**config.mk**
```make
export PLATFORM = sky130hd
export DESIGN_NAME = presence_gated_duty_regulator
export DESIGN_NICKNAME = d
export VERILOG_FILES = /design/src/hdl/pgdr_pkg.sv /design/src/hdl/presence_gated_duty_regulator.sv
export SDC_FILE = /design/constraint.sdc
export NUM_CORES = 1
export LEC_CHECK = 0
export BUFFER_PORTS_ARGS = -buffer_cell sky130_fd_sc_hd__buf_4
export CORE_MARGIN = 5
export CORE_UTILIZATION = 55
export DETAILED_ROUTE_END_ITERATION = 16
export PLACE_DENSITY = 0.83
export SKIP_LAST_GASP = 1
export SLEW_MARGIN = 30
export SYNTH_ARGS = -nofsm -noshare
export SYNTH_HDL_FRONTEND = slang
export SYNTH_SLANG_ARGS = --single-unit
export TNS_END_PERCENT = 30
```
**constraint.sdc**
```tcl
create_clock -name clk -period 6.5 [get_ports clk]
set_input_delay 0.325 -clock clk [delete_from_list [all_inputs] [get_ports clk]]
set_output_delay 0.325 -clock clk [all_outputs]
set_load 0.005 [all_outputs]
```
**src/hdl/pgdr_pkg.sv**
```systemverilog
// Shared constants, codes and register map of the presence-gated duty regulator.
package pgdr_pkg;

	localparam int RANGE_W = 13;
	localparam int LIGHT_W = 13;
	localparam int DIST_W  = 14;
	localparam int DUTY_W  = 7;
	localparam int CNT_W   = 8;
	localparam int MV_W    = 12;
	localparam int OP_W    = 2;
	localparam int LSTAT_W = 2;

	localparam int ADDR_W  = 5;
	localparam int DATA_W  = 32;
	localparam int REG_IDX_W = 3;

	// event codes
	localparam logic [OP_W-1:0] OP_RANGE = 2'd0;
	localparam logic [OP_W-1:0] OP_LIGHT = 2'd1;
	localparam logic [OP_W-1:0] OP_STOP  = 2'd2;

	// light status codes
	localparam logic [LSTAT_W-1:0] LS_IN_BAND = 2'd0;
	localparam logic [LSTAT_W-1:0] LS_ABOVE   = 2'd1;
	localparam logic [LSTAT_W-1:0] LS_BELOW   = 2'd2;

	// register indexes
	localparam logic [REG_IDX_W-1:0] REG_ACTIVATE   = 3'd0;
	localparam logic [REG_IDX_W-1:0] REG_RELEASE    = 3'd1;
	localparam logic [REG_IDX_W-1:0] REG_REL_LIMIT  = 3'd2;
	localparam logic [REG_IDX_W-1:0] REG_BAD_LIMIT  = 3'd3;
	localparam logic [REG_IDX_W-1:0] REG_LIGHT_TGT  = 3'd4;
	localparam logic [REG_IDX_W-1:0] REG_LIGHT_BAND = 3'd5;
	localparam logic [REG_IDX_W-1:0] REG_DUTY_STEP  = 3'd6;
	localparam logic [REG_IDX_W-1:0] REG_START_DUTY = 3'd7;

	// register reset values
	localparam logic [RANGE_W-1:0] ACTIVATE_RST   = 13'd150;
	localparam logic [RANGE_W-1:0] RELEASE_RST    = 13'd150;
	localparam logic [CNT_W-1:0]   REL_LIMIT_RST  = 8'd10;
	localparam logic [CNT_W-1:0]   BAD_LIMIT_RST  = 8'd20;
	localparam logic [MV_W-1:0]    LIGHT_TGT_RST  = 12'd2000;
	localparam logic [MV_W-1:0]    LIGHT_BAND_RST = 12'd100;
	localparam logic [DUTY_W-1:0]  DUTY_STEP_RST  = 7'd2;
	localparam logic [DUTY_W-1:0]  START_DUTY_RST = 7'd50;

	localparam logic [RANGE_W-1:0] BAD_RANGE_MM = 13'd8190;
	localparam logic [DUTY_W-1:0]  DUTY_MAX     = 7'd100;
	localparam logic [CNT_W-1:0]   CNT_SAT      = 8'hFF;
	localparam logic signed [DIST_W-1:0] DIST_NONE = -14'sd1;

endpackage

```
**src/hdl/presence_gated_duty_regulator.sv**
```systemverilog
// Presence-gated LED duty regulator: event register, state update and result register.
//
//  channel   | direction | handshake                   | payload
//  ----------+-----------+-----------------------------+-------------------------------------
//  event     | in        | event_valid / event_stall   | op, object_found, range_mm, light_mv
//  result    | out       | result_valid / result_stall | running, duty_percent, distance_mm,
//            |           |                             | reinit_request, started, stopped,
//            |           |                             | light_status
//  config    | in        | APB write/read              | eight registers at 4*index
//
// One event per cycle while the result side does not stall: an accepted event sits in the
// event register, the state update is worked out from it there and lands in the state and result
// registers together, so the next event sees the updated state straight away.
// A transferred event passes through the event register and then the result register to result valid.
// A stalled result holds the event register; the event side stalls only when both are full.
// arst_n resets control state, the state variables and the configuration registers to their reset values.
module presence_gated_duty_regulator (
	input  logic                               clk,
	input  logic                               arst_n,
	// event channel
	input  logic                               event_valid,
	output logic                               event_stall,
	input  logic [pgdr_pkg::OP_W-1:0]          op,
	input  logic                               object_found,
	input  logic [pgdr_pkg::RANGE_W-1:0]       range_mm,
	input  logic signed [pgdr_pkg::LIGHT_W-1:0] light_mv,
	// result channel
	output logic                               result_valid,
	input  logic                               result_stall,
	output logic                               running,
	output logic [pgdr_pkg::DUTY_W-1:0]        duty_percent,
	output logic signed [pgdr_pkg::DIST_W-1:0] distance_mm,
	output logic                               reinit_request,
	output logic                               started,
	output logic                               stopped,
	output logic [pgdr_pkg::LSTAT_W-1:0]       light_status,
	// configuration port
	input  logic                               psel,
	input  logic                               penable,
	input  logic                               pwrite,
	input  logic [pgdr_pkg::ADDR_W-1:0]        paddr,
	input  logic [pgdr_pkg::DATA_W-1:0]        pwdata,
	output logic [pgdr_pkg::DATA_W-1:0]        prdata,
	output logic                               pready
);
	import pgdr_pkg::*;

	// configuration registers
	logic [RANGE_W-1:0] activate_q;
	logic [RANGE_W-1:0] release_q;
	logic [CNT_W-1:0]   rel_limit_q;
	logic [CNT_W-1:0]   bad_limit_q;
	logic [MV_W-1:0]    light_tgt_q;
	logic [MV_W-1:0]    light_band_q;
	logic [DUTY_W-1:0]  duty_step_q;
	logic [DUTY_W-1:0]  start_duty_q;

	logic                 cfg_write;
	logic [REG_IDX_W-1:0] reg_idx;

	// event register
	logic                       valid_s1;
	logic [OP_W-1:0]            op_s1;
	logic                       found_s1;
	logic [RANGE_W-1:0]         range_s1;
	logic signed [LIGHT_W-1:0]  light_s1;

	// regulator state
	logic                       active_q;
	logic [CNT_W-1:0]           bad_q;
	logic [CNT_W-1:0]           far_q;
	logic signed [DIST_W-1:0]   dist_q;
	logic [DUTY_W-1:0]          duty_q;

	// result register
	logic                       valid_s2;
	logic                       running_s2;
	logic [DUTY_W-1:0]          duty_s2;
	logic signed [DIST_W-1:0]   dist_s2;
	logic                       reinit_s2;
	logic                       started_s2;
	logic                       stopped_s2;
	logic [LSTAT_W-1:0]         lstat_s2;

	// next state
	logic                       active_d;
	logic [CNT_W-1:0]           bad_d;
	logic [CNT_W-1:0]           far_d;
	logic signed [DIST_W-1:0]   dist_d;
	logic [DUTY_W-1:0]          duty_d;
	logic                       reinit_d;
	logic                       started_d;
	logic                       stopped_d;
	logic [LSTAT_W-1:0]         lstat_d;

	// datapath helpers
	logic                       advance;
	logic                       reading_bad;
	logic [CNT_W-1:0]           bad_inc;
	logic [CNT_W-1:0]           far_inc;
	logic signed [DIST_W-1:0]   dist_new;
	logic                       near_hit;
	logic                       far_hit;
	logic [DUTY_W-1:0]          start_duty;
	logic signed [DIST_W:0]     light_err;
	logic signed [DIST_W:0]     band_ext;
	logic signed [DIST_W:0]     err_plus_band;
	logic [DUTY_W:0]            duty_sum;
	logic [DUTY_W-1:0]          duty_dn;
	logic [DUTY_W-1:0]          duty_up;

	//------------------------------------------------------------------
	// Configuration port: always ready, write on the access phase.
	//------------------------------------------------------------------
	assign pready    = 1'b1;
	assign reg_idx   = paddr[ADDR_W-1:2];
	assign cfg_write = psel & penable & pwrite & pready;

	always_ff @(posedge clk or negedge arst_n) begin
		if (!arst_n) begin
			activate_q   <= ACTIVATE_RST;
			release_q    <= RELEASE_RST;
			rel_limit_q  <= REL_LIMIT_RST;
			bad_limit_q  <= BAD_LIMIT_RST;
			light_tgt_q  <= LIGHT_TGT_RST;
			light_band_q <= LIGHT_BAND_RST;
			duty_step_q  <= DUTY_STEP_RST;
			start_duty_q <= START_DUTY_RST;
		end else if (cfg_write) begin
			unique case (reg_idx)
				REG_ACTIVATE:   activate_q   <= pwdata[RANGE_W-1:0];
				REG_RELEASE:    release_q    <= pwdata[RANGE_W-1:0];
				REG_REL_LIMIT:  rel_limit_q  <= pwdata[CNT_W-1:0];
				REG_BAD_LIMIT:  bad_limit_q  <= pwdata[CNT_W-1:0];
				REG_LIGHT_TGT:  light_tgt_q  <= pwdata[MV_W-1:0];
				REG_LIGHT_BAND: light_band_q <= pwdata[MV_W-1:0];
				REG_DUTY_STEP:  duty_step_q  <= pwdata[DUTY_W-1:0];
				REG_START_DUTY: start_duty_q <= pwdata[DUTY_W-1:0];
			endcase
		end
	end

	always_comb begin
		prdata = '0;
		unique case (reg_idx)
			REG_ACTIVATE:   prdata[RANGE_W-1:0] = activate_q;
			REG_RELEASE:    prdata[RANGE_W-1:0] = release_q;
			REG_REL_LIMIT:  prdata[CNT_W-1:0]   = rel_limit_q;
			REG_BAD_LIMIT:  prdata[CNT_W-1:0]   = bad_limit_q;
			REG_LIGHT_TGT:  prdata[MV_W-1:0]    = light_tgt_q;
			REG_LIGHT_BAND: prdata[MV_W-1:0]    = light_band_q;
			REG_DUTY_STEP:  prdata[DUTY_W-1:0]  = duty_step_q;
			REG_START_DUTY: prdata[DUTY_W-1:0]  = start_duty_q;
		endcase
	end

	//------------------------------------------------------------------
	// Flow control: the event register moves on whenever the result
	// register is empty or its transfer completes this cycle.
	//------------------------------------------------------------------
	assign advance     = !(valid_s2 && result_stall);
	assign event_stall = valid_s1 && !advance;

	always_ff @(posedge clk or negedge arst_n) begin
		if (!arst_n) begin
			valid_s1 <= 1'b0;
		end else if (!event_stall) begin
			valid_s1 <= event_valid;
		end
	end

	// payload: load on every transfer, hold otherwise
	always_ff @(posedge clk) begin
		if (event_valid && !event_stall) begin
			op_s1    <= op;
			found_s1 <= object_found;
			range_s1 <= range_mm;
			light_s1 <= light_mv;
		end
	end

	//------------------------------------------------------------------
	// State update for the event in the event register.
	//------------------------------------------------------------------
	assign bad_inc  = (bad_q == CNT_SAT) ? bad_q : bad_q + 1'b1;
	assign far_inc  = (far_q == CNT_SAT) ? far_q : far_q + 1'b1;

	// a reading with no object, or at or above the sensor's out-of-range code, is bad
	assign reading_bad = !found_s1 || (range_s1 >= BAD_RANGE_MM);
	assign dist_new    = reading_bad ? DIST_NONE : $signed({1'b0, range_s1});

	// a zero distance is stored but never starts the system
	assign near_hit = (dist_new > 0) && (dist_new < $signed({1'b0, activate_q}));
	assign far_hit  = (dist_new < 0) || (dist_new > $signed({1'b0, release_q}));

	assign start_duty = (start_duty_q > DUTY_MAX) ? DUTY_MAX : start_duty_q;

	// light error against the target, and its sum with the half band for the lower edge
	assign light_err     = $signed({{(DIST_W+1-LIGHT_W){light_s1[LIGHT_W-1]}}, light_s1})
	                     - $signed({{(DIST_W+1-MV_W){1'b0}}, light_tgt_q});
	assign band_ext      = $signed({{(DIST_W+1-MV_W){1'b0}}, light_band_q});
	assign err_plus_band = light_err + band_ext;

	// step down floors at zero, step up clamps at full duty
	assign duty_dn  = (duty_q < duty_step_q) ? '0 : duty_q - duty_step_q;
	assign duty_sum = {1'b0, duty_q} + {1'b0, duty_step_q};
	assign duty_up  = (duty_sum > {1'b0, DUTY_MAX}) ? DUTY_MAX : duty_sum[DUTY_W-1:0];

	always_comb begin
		active_d  = active_q;
		bad_d     = bad_q;
		far_d     = far_q;
		dist_d    = dist_q;
		duty_d    = duty_q;
		reinit_d  = 1'b0;
		started_d = 1'b0;
		stopped_d = 1'b0;
		lstat_d   = LS_IN_BAND;
		unique case (op_s1)
			OP_RANGE: begin
				dist_d = dist_new;
				if (reading_bad) begin
					bad_d = bad_inc;
					// fire the re-initialise pulse and clear the count at the limit
					if (bad_inc >= bad_limit_q) begin
						reinit_d = 1'b1;
						bad_d    = '0;
					end
				end else begin
					bad_d = '0;
				end
				if (!active_q) begin
					if (near_hit) begin
						active_d  = 1'b1;
						far_d     = '0;
						duty_d    = start_duty;
						started_d = 1'b1;
					end
				end else if (far_hit) begin
					far_d = far_inc;
					if (far_inc >= rel_limit_q) begin
						active_d  = 1'b0;
						duty_d    = '0;
						far_d     = '0;
						stopped_d = 1'b1;
					end
				end else begin
					far_d = '0;
				end
			end
			OP_LIGHT: begin
				// status is reported whether running or not; duty moves only while running
				if (light_err > band_ext) begin
					lstat_d = LS_ABOVE;
					if (active_q) begin
						duty_d = duty_dn;
					end
				end else if (err_plus_band < 0) begin
					lstat_d = LS_BELOW;
					if (active_q) begin
						duty_d = duty_up;
					end
				end
			end
			OP_STOP: begin
				// drop to idle; the far count is left as it was
				stopped_d = active_q;
				active_d  = 1'b0;
				duty_d    = '0;
			end
			default: begin
				// unused code: report the current state, change nothing
			end
		endcase
	end

	always_ff @(posedge clk or negedge arst_n) begin
		if (!arst_n) begin
			active_q <= 1'b0;
			bad_q    <= '0;
			far_q    <= '0;
			dist_q   <= DIST_NONE;
			duty_q   <= '0;
		end else if (valid_s1 && advance) begin
			active_q <= active_d;
			bad_q    <= bad_d;
			far_q    <= far_d;
			dist_q   <= dist_d;
			duty_q   <= duty_d;
		end
	end

	//------------------------------------------------------------------
	// Result register.
	//------------------------------------------------------------------
	always_ff @(posedge clk or negedge arst_n) begin
		if (!arst_n) begin
			valid_s2 <= 1'b0;
		end else if (advance) begin
			valid_s2 <= valid_s1;
		end
	end

	always_ff @(posedge clk) begin
		if (valid_s1 && advance) begin
			running_s2 <= active_d;
			duty_s2    <= duty_d;
			dist_s2    <= dist_d;
			reinit_s2  <= reinit_d;
			started_s2 <= started_d;
			stopped_s2 <= stopped_d;
			lstat_s2   <= lstat_d;
		end
	end

	assign result_valid   = valid_s2;
	assign running        = running_s2;
	assign duty_percent   = duty_s2;
	assign distance_mm    = dist_s2;
	assign reinit_request = reinit_s2;
	assign started        = started_s2;
	assign stopped        = stopped_s2;
	assign light_status   = lstat_s2;

endmodule
```
==> flow_metrics.py, run 1 <==
metrics = {
    "global_route": {
        "antenna_found_initial": 0,
        "grt_pass1_vias": 8807,
        "gr-usage-all-layers_pct": 24.43,
        "grt_max_degree": 74,
        "grt_overflow_total": 0,
        "grt_pass1_wl_um": 45940,
    },
    "yosys": {
        "avgSynthCellArea_um2": 9.604,
        "yosys.area_share.simple_pct": 14.09,
        "ys_seq_elements": 176,
        "synthMuxAreaShare_pct": 5.853,
        "synthAdderAreaFrac_pct": 11.06,
        "synth_top_area_share_pct": 18.13,
        "synth_flop_cell": "dfrtp_1",
        "yosys_warnings": 0,
        "synthTopCellsByArea": "dfrtp_1 18%, edfxtp_1 15%, ha_1 11%",
        "synth-edff-count": 56,
        "synth_top_family_by_area": "compound AO/OA/AOI/OAI gates",
        "synth_xor_area_share_pct": 1.645,
        "yosysTopAreaCell": "dfrtp_1",
        "synth_cell_types": 82,
        "netlist_instances": 1164,
        "syn_area_um2": 11180,
        "synth_compound_area_share_pct": 18.51,
        "async_reset_ff_share_pct": 68.18,
        "synth_seq_area_share_pct": 42.34,
    },
    "critical_path": {
        "arrival_ps": 5170,
        "critPathLaunchType": "flip-flop",
        "required_ps": 6680,
        "cpMostUsedCell": "a21oi_1",
        "path_cells": "inv_1, ha_1, a211o_1, o31a_1, a21o_1, a21oi_1, o21bai_1, a21oi_1, xnor2_1, ha_1, inv_1, a21oi_1, o211ai_1, o31ai_1, a221o_1, a2bb2oi_1, o221ai_1, mux2_2",
        "cp_slowest_cell": "o31ai_1",
        "worst-setup-path-type": "flip-flop to flip-flop",
        "cp_slowest_stage_delay_ps": 530,
        "endpoint_kind": "flip-flop",
        "critPathBufInv": 2,
        "crit_fanout": 7,
        "path_delay_family": "compound AO/OA/AOI/OAI gates",
    },
    "hold_path": {
        "worstHoldPathType": "input port to flip-flop",
    },
    "clock_tree": {
        "cts_tree": "done",
        "clock_sinks": 176,
        "cts_buffer_depth": 2,
        "cts-root-buf": "clkbuf_16",
        "h-tree-depth": 4,
        "cts_setup_buffers": 0,
        "holdBufCountCts": 1,
        "ctsResizeCount": 0,
        "clkLatencyLatePin_ps": 440,
        "cts_made_buffers": 17,
        "clk_pin_slew_ps": 80,
    },
    "final_layout": {
        "final_cell_mix": "137 x nand2_1, 120 x o21ai_0, 109 x inv_1, 98 x buf_4, 94 x ha_1",
        "n_fill_cell": 1609,
        "fin_nets": 1413,
        "multi_input_area_um2": 5814,
        "diodes": 0,
        "area_growth_pct": 12.92,
        "seq_area_um2": 4733,
        "final_common_cell": "nand2_1",
        "fin_cells": 1526,
        "drive_gt1_share_pct": 18.55,
    },
    "drt": {
        "dr.pass1.iters": 5,
        "ant_nets": 0,
        "route.met3.wl_um": 2076,
        "num_vias": 9056,
        "viasPerCell": 5.934,
        "wl_um": 28570,
        "route.met2.wl_um": 13850,
        "highest_layer": "met4",
        "wl_met1_um": 11630,
        "wl_per_cell_um": 18.72,
        "drcViolationCount": 0,
        "first_iter_violations": 797,
    },
    "status": {
        "status": "complete, no violations",
    },
    "power": {
        "peakVddDrop_mv": 0.1892,
        "p_leak_uw": 0.005539,
        "p_per_area_nw_per_um2": 308.4,
    },
    "floorplan": {
        "dieArea_um2": 23280,
        "core_area_um2": 20100,
        "ioPinCount": 135,
        "rows": 52,
        "die_h_um": 152.6,
        "start_util_pct": 55.61,
        "die_w_um": 152.6,
    },
    "timing": {
        "slew_violations": 0,
        "rsz0062_at_grt": "no",
        "final.setup_skew_ps": 15.04,
        "setup_tns_ps": 0,
        "period_needed_ps": 4987,
        "period_share_pct": 76.72,
        "final-setup-viol-count": 0,
        "finalHoldViolCount": 0,
        "worstMarginPinSlew_ps": 877.2,
        "max_slew_margin_pct": 41.31,
        "max_clock_freq_mhz": 200.5,
    },
    "placed_design": {
        "gp_congestion": 0.9752,
        "place_inst": 1493,
        "dp_hpwl_um": 21370,
        "io_buffers": 93,
    },
    "job": {
        "maxCapViolCount": 0,
    },
}
state kept, by name, summed over array words and instances, names as in the netlist, 2 cells and up:
signal,count
bad_q,8
distance_mm,14
light_status,2
light_s1,13
duty_step_q,7
light_band_q,12
bad_limit_q,8
far_q,8
duty_q,7
dist_q,14
op_s1,2
range_s1,13
rel_limit_q,8
release_q,13
start_duty_q,7
activate_q,13
light_tgt_q,12
duty_percent,7
cells by family (layout without fill, tap and decap cells):
group / count (synthesis) / count (layout)
simple gates: 335 / 335
compound gates: 314 / 314
flops: 176 / 176
buf+inv: 168 / 242
fa+ha+maj: 97 / 97
mux: 51 / 51
xor+xnor: 21 / 21
other cells: 2 / 20
synthesized netlist by cell type, types with 13 or more instances:
library cell,instances
a21o_1,17
a21oi_1,47
buf_4,20
clkbuf_1,32
dfrtp_1,81
dfstp_2,39
edfxtp_1,56
ha_1,94
inv_1,109
mux2_2,31
nand2_1,138
nand2b_1,19
nand3_1,24
nand4_1,14
nor2_1,62
nor2b_1,21
nor3_1,16
o211ai_1,16
o21a_1,13
o21ai_0,121
xnor2_1,17
metal layers:
| layer | GRT usage, % | vias to the layer above |
|---|---|---|
| met3 | 5.368 | 67 |
| met4 | 9.249 | 0 |
| met5 | 0 | - |
| met2 | 40.25 | 362 |
| li1 | - | 4293 |
| met1 | 31.72 | 4334 |
cell type report:
cell class | count | area share, %
multi-input combinational | 838 | 46.06
inverter | 110 | 3.271
clock buffer | 18 | 3.400
sequential | 176 | 37.50
tap | 270 | 2.676
timing repair buffer | 100 | 5.997
clock inverter | 14 | 1.100
worst reg2reg max path: stages (launching register included):
cell and delay (ps):
dfstp_2 520, inv_1 80, ha_1 360, a211o_1 330, o31a_1 260, a21o_1 180, a21oi_1 220, o21bai_1 90
a21oi_1 180, xnor2_1 140, ha_1 330, inv_1 50, a21oi_1 230, o211ai_1 120, o31ai_1 530, a221o_1 430
a2bb2oi_1 210, o221ai_1 170, mux2_2 290
where the power goes:
part	leakage, µW	internal (µW)	switching [µW]	total (µW)
clock	0.000278	512	493	1010
sequential	0.00195	1380	147	1530
combinational	0.00331	586	776	1360
total	0.00554	2480	1420	3890
path summary, 6_finish.rpt:
check / from / slack, ps / end / cells past startpoint
worst max-delay path: light_tgt_q[6]$_DFFE_PN1P_ / 1510 / duty_percent[0]$_DFFE_PP_ / 18
worst min-delay path: range_mm[1] / 50 / range_s1[1]$_DFFE_PP_ / 1
worst max register to register: light_tgt_q[6]$_DFFE_PN1P_ / 1510 / duty_percent[0]$_DFFE_PP_ / 18
worst min register to register: dist_q[11]$_DFFE_PN1P_ / 480 / dist_q[11]$_DFFE_PN1P_ / 2
max in group asynchronous: arst_n / 4970 / bad_limit_q[7]$_DFFE_PN0P_ / 3
min in group asynchronous: arst_n / 470 / light_tgt_q[1]$_DFFE_PN0P_ / 2
stage by stage:
stage | power, µW | hold WS [ps] | setup slack (ps) | utilization [%] | area, µm²
2_1_floorplan | 2462 | 29.41 | 2045 | - | 11250
3_3_place_gp | 2815 | 381.7 | 1719 | 59.82 | 12030
3_5_place_dp | 2863 | 381.7 | 1595 | 59.86 | 12040
4_1_cts | 3878 | 45.02 | 1566 | 62.74 | 12610
5_1_grt | 4126 | 38.83 | 1284 | 62.79 | 12620
6_report | 3893 | 53.01 | 1513 | 62.79 | 12620
No activity file was read; power rests on OpenSTA's default activity.
==> run 2, diff against run 1 <==
--- a/config.mk
+++ b/config.mk
@@ -5,6 +5,7 @@
 export SDC_FILE = /design/constraint.sdc
 export NUM_CORES = 1
 export LEC_CHECK = 0
+export ABC_AREA = 1
 export BUFFER_PORTS_ARGS = -buffer_cell sky130_fd_sc_hd__buf_4
 export CORE_MARGIN = 5
 export CORE_UTILIZATION = 55
==> constraint.sdc (replaced) <==
create_clock -name clk -period 5.2 [get_ports clk]
set_input_delay 0.26 -clock clk [delete_from_list [all_inputs] [get_ports clk]]
set_output_delay 0.26 -clock clk [all_outputs]
set_load 0.005 [all_outputs]
==> flow_metrics.py, run 2 <==
metrics = {
    "floorplan": {
        "core_area_um2": 20100,
        "rows": 52,
        "start_util_pct": 55.61,
        "ioPinCount": 135,
        "die_w_um": 152.6,
        "die_h_um": 152.6,
        "dieArea_um2": 23280,
    },
    "drt": {
        "drcViolationCount": 0,
        "ant_nets": 0,
        "num_vias": 9792,
        "wl_um": 28300,
        "viasPerCell": 5.520,
        "wl_per_cell_um": 15.95,
        "dr.pass1.iters": 5,
        "first_iter_violations": 765,
    },
    "critical_path": {
        "required_ps": 5400,
        "crit_fanout": 5,
        "endpoint_kind": "flip-flop",
        "critPathLaunchType": "flip-flop",
        "arrival_ps": 4230,
        "worst-setup-path-type": "flip-flop to flip-flop",
    },
    "timing": {
        "final.setup_skew_ps": 10.40,
        "setup_slack_ps": 1167,
        "period_share_pct": 77.56,
        "rsz0062_at_grt": "no",
        "max_slew_margin_pct": 37.36,
        "max_clock_freq_mhz": 248.0,
        "period_needed_ps": 4033,
        "slew_violations": 0,
        "setup_tns_ps": 0,
        "finalHoldViolCount": 0,
        "worstMarginPinSlew_ps": 932.5,
        "final-setup-viol-count": 0,
    },
    "placed_design": {
        "dp_hpwl_um": 21190,
        "gp_congestion": 0.9648,
        "place_inst": 1712,
        "pre_cts_ws_ps": 1221,
        "io_buffers": 93,
    },
    "global_route": {
        "antenna_found_initial": 0,
        "grt_pass1_vias": 9540,
        "grt_overflow_total": 0,
        "gr-usage-all-layers_pct": 24.41,
        "grt_max_degree": 63,
        "grt_pass1_wl_um": 46660,
    },
    "yosys": {
        "yosys-top-cells-count": "309 x nand2_1, 199 x inv_1, 94 x ha_1, 81 x dfrtp_1, 76 x o21ai_1",
        "yosys_warnings": 0,
        "synth_seq_area_share_pct": 42.34,
        "async_reset_ff_share_pct": 68.18,
        "synthTopCellsByArea": "dfrtp_1 18%, edfxtp_1 15%, ha_1 11%",
        "synth_top_area_share_pct": 18.13,
        "synth_cell_types": 55,
        "synth.most_common_cell": "nand2_1",
        "synth_flop_cell": "dfrtp_1",
        "netlist_instances": 1375,
        "syn_area_um2": 11180,
        "avgSynthCellArea_um2": 8.131,
        "yosysTopAreaCell": "dfrtp_1",
        "synth-edff-count": 56,
        "ys_seq_elements": 176,
    },
    "clock_tree": {
        "ctsResizeCount": 0,
        "cts_buffer_depth": 2,
        "clkLatencyLatePin_ps": 440,
        "cts_made_buffers": 17,
        "cts-root-buf": "clkbuf_16",
        "h-tree-depth": 4,
        "clock_sinks": 176,
        "cts_tree": "done",
        "cts_setup_buffers": 0,
        "clk_pin_slew_ps": 70,
    },
    "final_layout": {
        "fin_cells": 1774,
        "drive_gt1_share_pct": 15.29,
        "final_common_cell": "nand2_1",
        "final_cell_mix": "309 x nand2_1, 199 x inv_1, 101 x buf_4, 94 x ha_1, 81 x dfrtp_1",
        "n_fill_cell": 1653,
        "fin_nets": 1661,
        "diodes": 0,
        "area_growth_pct": 16.14,
    },
    "hold_path": {
        "worstHoldPathType": "input port to flip-flop",
    },
    "job": {
        "maxCapViolCount": 0,
    },
    "power": {
        "p_leak_uw": 0.006237,
        "peakVddDrop_mv": 0.2580,
        "finalPower_uw": 5735,
        "p_per_area_nw_per_um2": 441.7,
    },
    "status": {
        "status": "complete, no violations",
    },
}
-- run 2: changes by cell type after synthesis, sizes merged, moves of 11 or more --
cell | previous run | this run
nor2 | 62 | 78
o21ai | 122 | 133
a21o | 19 | 1
nand2 | 138 | 314
o22ai | 1 | 23
nand3 | 24 | 81
nor2b | 21 | 0
mux2i | 11 | 0
inv | 109 | 220
xnor2 | 17 | 5
nand2b | 19 | 0
mux2 | 32 | 0
xor2 | 4 | 18
-- run 2: area by class of cell --
class | count | area, µm² | area share, %
Inverter | 227 | 857.1 | 6.601
Tap cell | 270 | 337.8 | 2.602
Sequential cell | 176 | 4733 | 36.46
Multi-Input combinational cell | 938 | 5378 | 41.42
Clock inverter | 15 | 193.9 | 1.494
Clock buffer | 17 | 425.4 | 3.276
Timing Repair Buffer | 131 | 1059 | 8.153
-- run 2: kinds of logic after synthesis --
logic type,synth area share (%)
buffers and inverters,10.23
other,0.06718
AO/OA/AOI/OAI,13.56
AND/OR/NAND/NOR,20.94
flip-flops,42.34
XOR/XNOR,1.802
adder cells (fa/ha/maj),11.06
-- run 2: routing by layer --
metal | vias to the layer above | track usage (%) | part of all wire [%]
met5 | - | 0 | 0
met4 | 0 | 9.291 | 3.0
met3 | 64 | 3.891 | 6.3
met2 | 333 | 41.64 | 49
met1 | 4632 | 31.36 | 42
li1 | 4763 | - | -
-- run 2: final timing paths --
check                      cells past startpoint                   endpoint  slack [ps]                        from
max                                           25  duty_percent[1]$_DFFE_PP_        1170  light_tgt_q[4]$_DFFE_PN1P_
min                                            3       valid_s1$_DFFE_PN0N_          40                 event_valid
max reg2reg                                   25  duty_percent[1]$_DFFE_PP_        1170  light_tgt_q[4]$_DFFE_PN1P_
min reg2reg                                    2      dist_q[1]$_DFFE_PN1P_         470       dist_q[1]$_DFFE_PN1P_
max in group asynchronous                      3  activate_q[8]$_DFFE_PN0P_        3470                      arst_n
min in group asynchronous                      2       bad_q[4]$_DFFE_PN0P_         430                      arst_n
-- run 2: through the flow --
step | area [µm²] | util, % | hold slack (ps)
floorplan | 11250 | - | -35.59
global placement | 12060 | 60.01 | 379.6
detailed placement | 12060 | 60.01 | 381.8
CTS | 12980 | 64.58 | 28.24
global route | 12980 | 64.58 | 56.81
finish | 12980 | 64.58 | 36.58
-- run 2: timing repair --
| action | CTS | global route |
|---|---|---|
| hold endpoints to repair | 76 | 0 |
| setup endpoints to repair | 0 | 0 |
| hold buffers | 30 | 0 |
-- run 2: report_power, final --
part	internal (µW)	switching, µW
logic	893	1480
clock network	734	609
registers	1800	223
-- run 2: worst max-delay path, stage by stage (launching register included) --
cell     delay [ps]
dfstp_2         520
inv_1            80
ha_1            380
a21o_1          200
nor2_1           90
nand2_1         110
nand3_1          90
nand2_1          80
nand3_1          70
nand2_1          80
a31oi_1         180
xor2_1          280
ha_1            290
inv_1            70
nand2_1          70
inv_1            80
nand2_1          70
nand2_1          70
nor2_1           40
nand2_1          50
nand2_1         110
a21oi_2         290
nor2_1          130
nand3_1         120
nand3_1         100
and2_1          150
==> run 3, diff against run 2 <==
==> constraint.sdc (replaced) <==
create_clock -name clk -period 3.8 [get_ports clk]
set_input_delay 0.19 -clock clk [delete_from_list [all_inputs] [get_ports clk]]
set_output_delay 0.19 -clock clk [all_outputs]
set_load 0.005 [all_outputs]
==> flow_metrics.py, run 3 (same netlist as run 2, synthesis figures left out) <==
metrics = {
    "critical_path": {
        "cp_slowest_cell": "dfstp_2",
        "critPathLaunchType": "flip-flop",
        "endpoint_kind": "flip-flop",
        "cp_slowest_stage_delay_ps": 540,
        "path_delay_family": "simple AND/OR/NAND/NOR gates",
        "r2r_slack_ps": 80,
        "arrival_ps": 3910,
        "critPathBufInv": 5,
        "required_ps": 3990,
        "cpMostUsedCell": "nand2_1",
        "worst-setup-path-type": "flip-flop to flip-flop",
        "crit_fanout": 4,
    },
    "final_layout": {
        "final_cell_mix": "300 x nand2_1, 195 x inv_1, 107 x buf_4, 91 x ha_1, 81 x dfrtp_1",
        "final_common_cell": "nand2_1",
        "fin_nets": 1677,
        "area_growth_pct": 18.61,
        "diodes": 0,
        "fin_util_pct": 65.96,
        "fin_cells": 1790,
        "drive_gt1_share_pct": 17.24,
    },
    "power": {
        "seqPwrFrac_pct": 34.6,
        "swShare_pct": 41.24,
        "internal-power_uw": 4724,
        "clkPwrFrac_pct": 22.7,
        "p_per_area_nw_per_um2": 606.2,
        "p_sw_uw": 3315,
        "peakVddDrop_mv": 0.3200,
        "finalPower_uw": 8039,
        "p_leak_uw": 0.006326,
        "combPwrFrac_pct": 42.7,
    },
    "floorplan": {
        "rows": 52,
        "core_area_um2": 20100,
        "dieArea_um2": 23280,
        "ioPinCount": 135,
        "start_util_pct": 55.61,
        "die_w_um": 152.6,
        "die_h_um": 152.6,
    },
    "drt": {
        "dr.pass1.iters": 5,
        "wl_um": 29270,
        "wl_per_cell_um": 16.35,
        "ant_nets": 0,
        "first_iter_violations": 803,
        "viasPerCell": 5.523,
        "drcViolationCount": 0,
        "num_vias": 9886,
    },
    "clock_tree": {
        "cts_tree": "done",
        "cts-root-buf": "clkbuf_16",
        "h-tree-depth": 4,
        "clock_sinks": 176,
        "clkLatencyLatePin_ps": 440,
        "cts_made_buffers": 17,
        "cts_buffer_depth": 2,
        "clk_pin_slew_ps": 70,
    },
    "global_route": {
        "gr-usage-all-layers_pct": 24.93,
        "antenna_found_initial": 0,
        "grt_max_degree": 63,
        "grt_pass1_wl_um": 47520,
        "grt_overflow_total": 0,
        "grt_pass1_vias": 9545,
    },
    "job": {
        "maxCapViolCount": 0,
    },
    "placed_design": {
        "dp_hpwl_um": 21210,
        "gp_congestion": 0.9422,
        "place_inst": 1715,
        "io_buffers": 93,
        "pre_cts_ws_ps": -5.177,
    },
    "timing": {
        "final-setup-viol-count": 0,
        "slew_violations": 0,
        "period_share_pct": 97.97,
        "finalHoldViolCount": 0,
        "period_needed_ps": 3723,
        "max_clock_freq_mhz": 268.6,
        "max_slew_margin_pct": 31.83,
        "rsz0062_at_grt": "yes",
        "final.setup_skew_ps": 11.68,
        "setup_slack_ps": 77.31,
        "worstMarginPinSlew_ps": 1015,
    },
    "hold_path": {
        "worstHoldPathType": "input port to flip-flop",
    },
    "status": {
        "status": "complete, no violations",
    },
}
-- run 3: changes by cell type in the layout (fill, tap and decap cells not counted), moves of 3 or more --
cell | before | now
buf_4 | 101 | 107
dlygate4sd3_1 | 30 | 39
ha_1 | 94 | 91
ha_4 | 0 | 3
inv_1 | 199 | 195
inv_2 | 21 | 24
nand2_1 | 309 | 300
nand2_2 | 1 | 9
nand3_1 | 75 | 71
nand3_2 | 6 | 9
-- run 3: power groups by stage --
stage	combinational (µW)	clock [µW]	sequential (µW)
2_1_floorplan	2340	0	2690
6_report	3430	1830	2780
5_1_grt	3880	1930	2820
3_5_place_dp	3170	0	2790
3_3_place_gp	3070	0	2780
4_1_cts	3250	1840	2760
-- run 3: stage by stage --
stage / cell area (µm²) / hold slack (ps) / TNS, ps
6_report: 13260 / 10.69 / 0
2_1_floorplan: 11250 / -105.6 / 0
5_1_grt: 13260 / 1.109 / -293.8
3_3_place_gp: 12090 / 324.1 / 0
4_1_cts: 13100 / 0.7341 / 0
3_5_place_dp: 12090 / 333.6 / -5.177
-- run 3: worst paths after layout --
check | cells past startpoint | end | startpoint
min in group asynchronous | 2 | far_q[4]$_DFFE_PN0P_ | arst_n
max reg2reg | 26 | duty_percent[0]$_DFFE_PP_ | light_tgt_q[4]$_DFFE_PN1P_
min | 3 | light_band_q[6]$_DFFE_PN1P_ | pwdata[6]
max | 26 | duty_percent[0]$_DFFE_PP_ | light_tgt_q[4]$_DFFE_PN1P_
min reg2reg | 2 | activate_q[1]$_DFFE_PN1P_ | activate_q[1]$_DFFE_PN1P_
max in group asynchronous | 3 | light_tgt_q[10]$_DFFE_PN1P_ | arst_n
-- run 3: area by class of cell --
| class | instances | area [µm²] |
|---|---|---|
| clock inverter | 15 | 188.9 |
| sequential | 176 | 4733 |
| clock buffer | 17 | 425.4 |
| fill | 1587 | 6844 |
| tap | 270 | 337.8 |
| multi-input combinational | 938 | 5510 |
| timing repair buffer | 147 | 1205 |
| inverter | 227 | 859.6 |
-- run 3: worst min-delay path, cell delays in order --
cell     delay (ps)
buf_4           110
nand2_1          50
o21ai_0          70
-- run 3: repair_timing --
action                                  CTS  global route
pin swaps                                 0            15
buffers inserted                          0             4
hold endpoints to repair                 89             0
endpoints found under the setup margin    4            15
hold buffers                             39             0
gates resized for setup                   1            31
-- run 3: metal layers --
metal / up-vias / GRT usage, % / wire (µm)
li1: 4791 / - / -
met1: 4657 / 31.99 / 11980
met2: 373 / 42.26 / 14350
met3: 65 / 4.573 / 2032
met4: 0 / 9.249 / 911
met5: - / 0 / 0
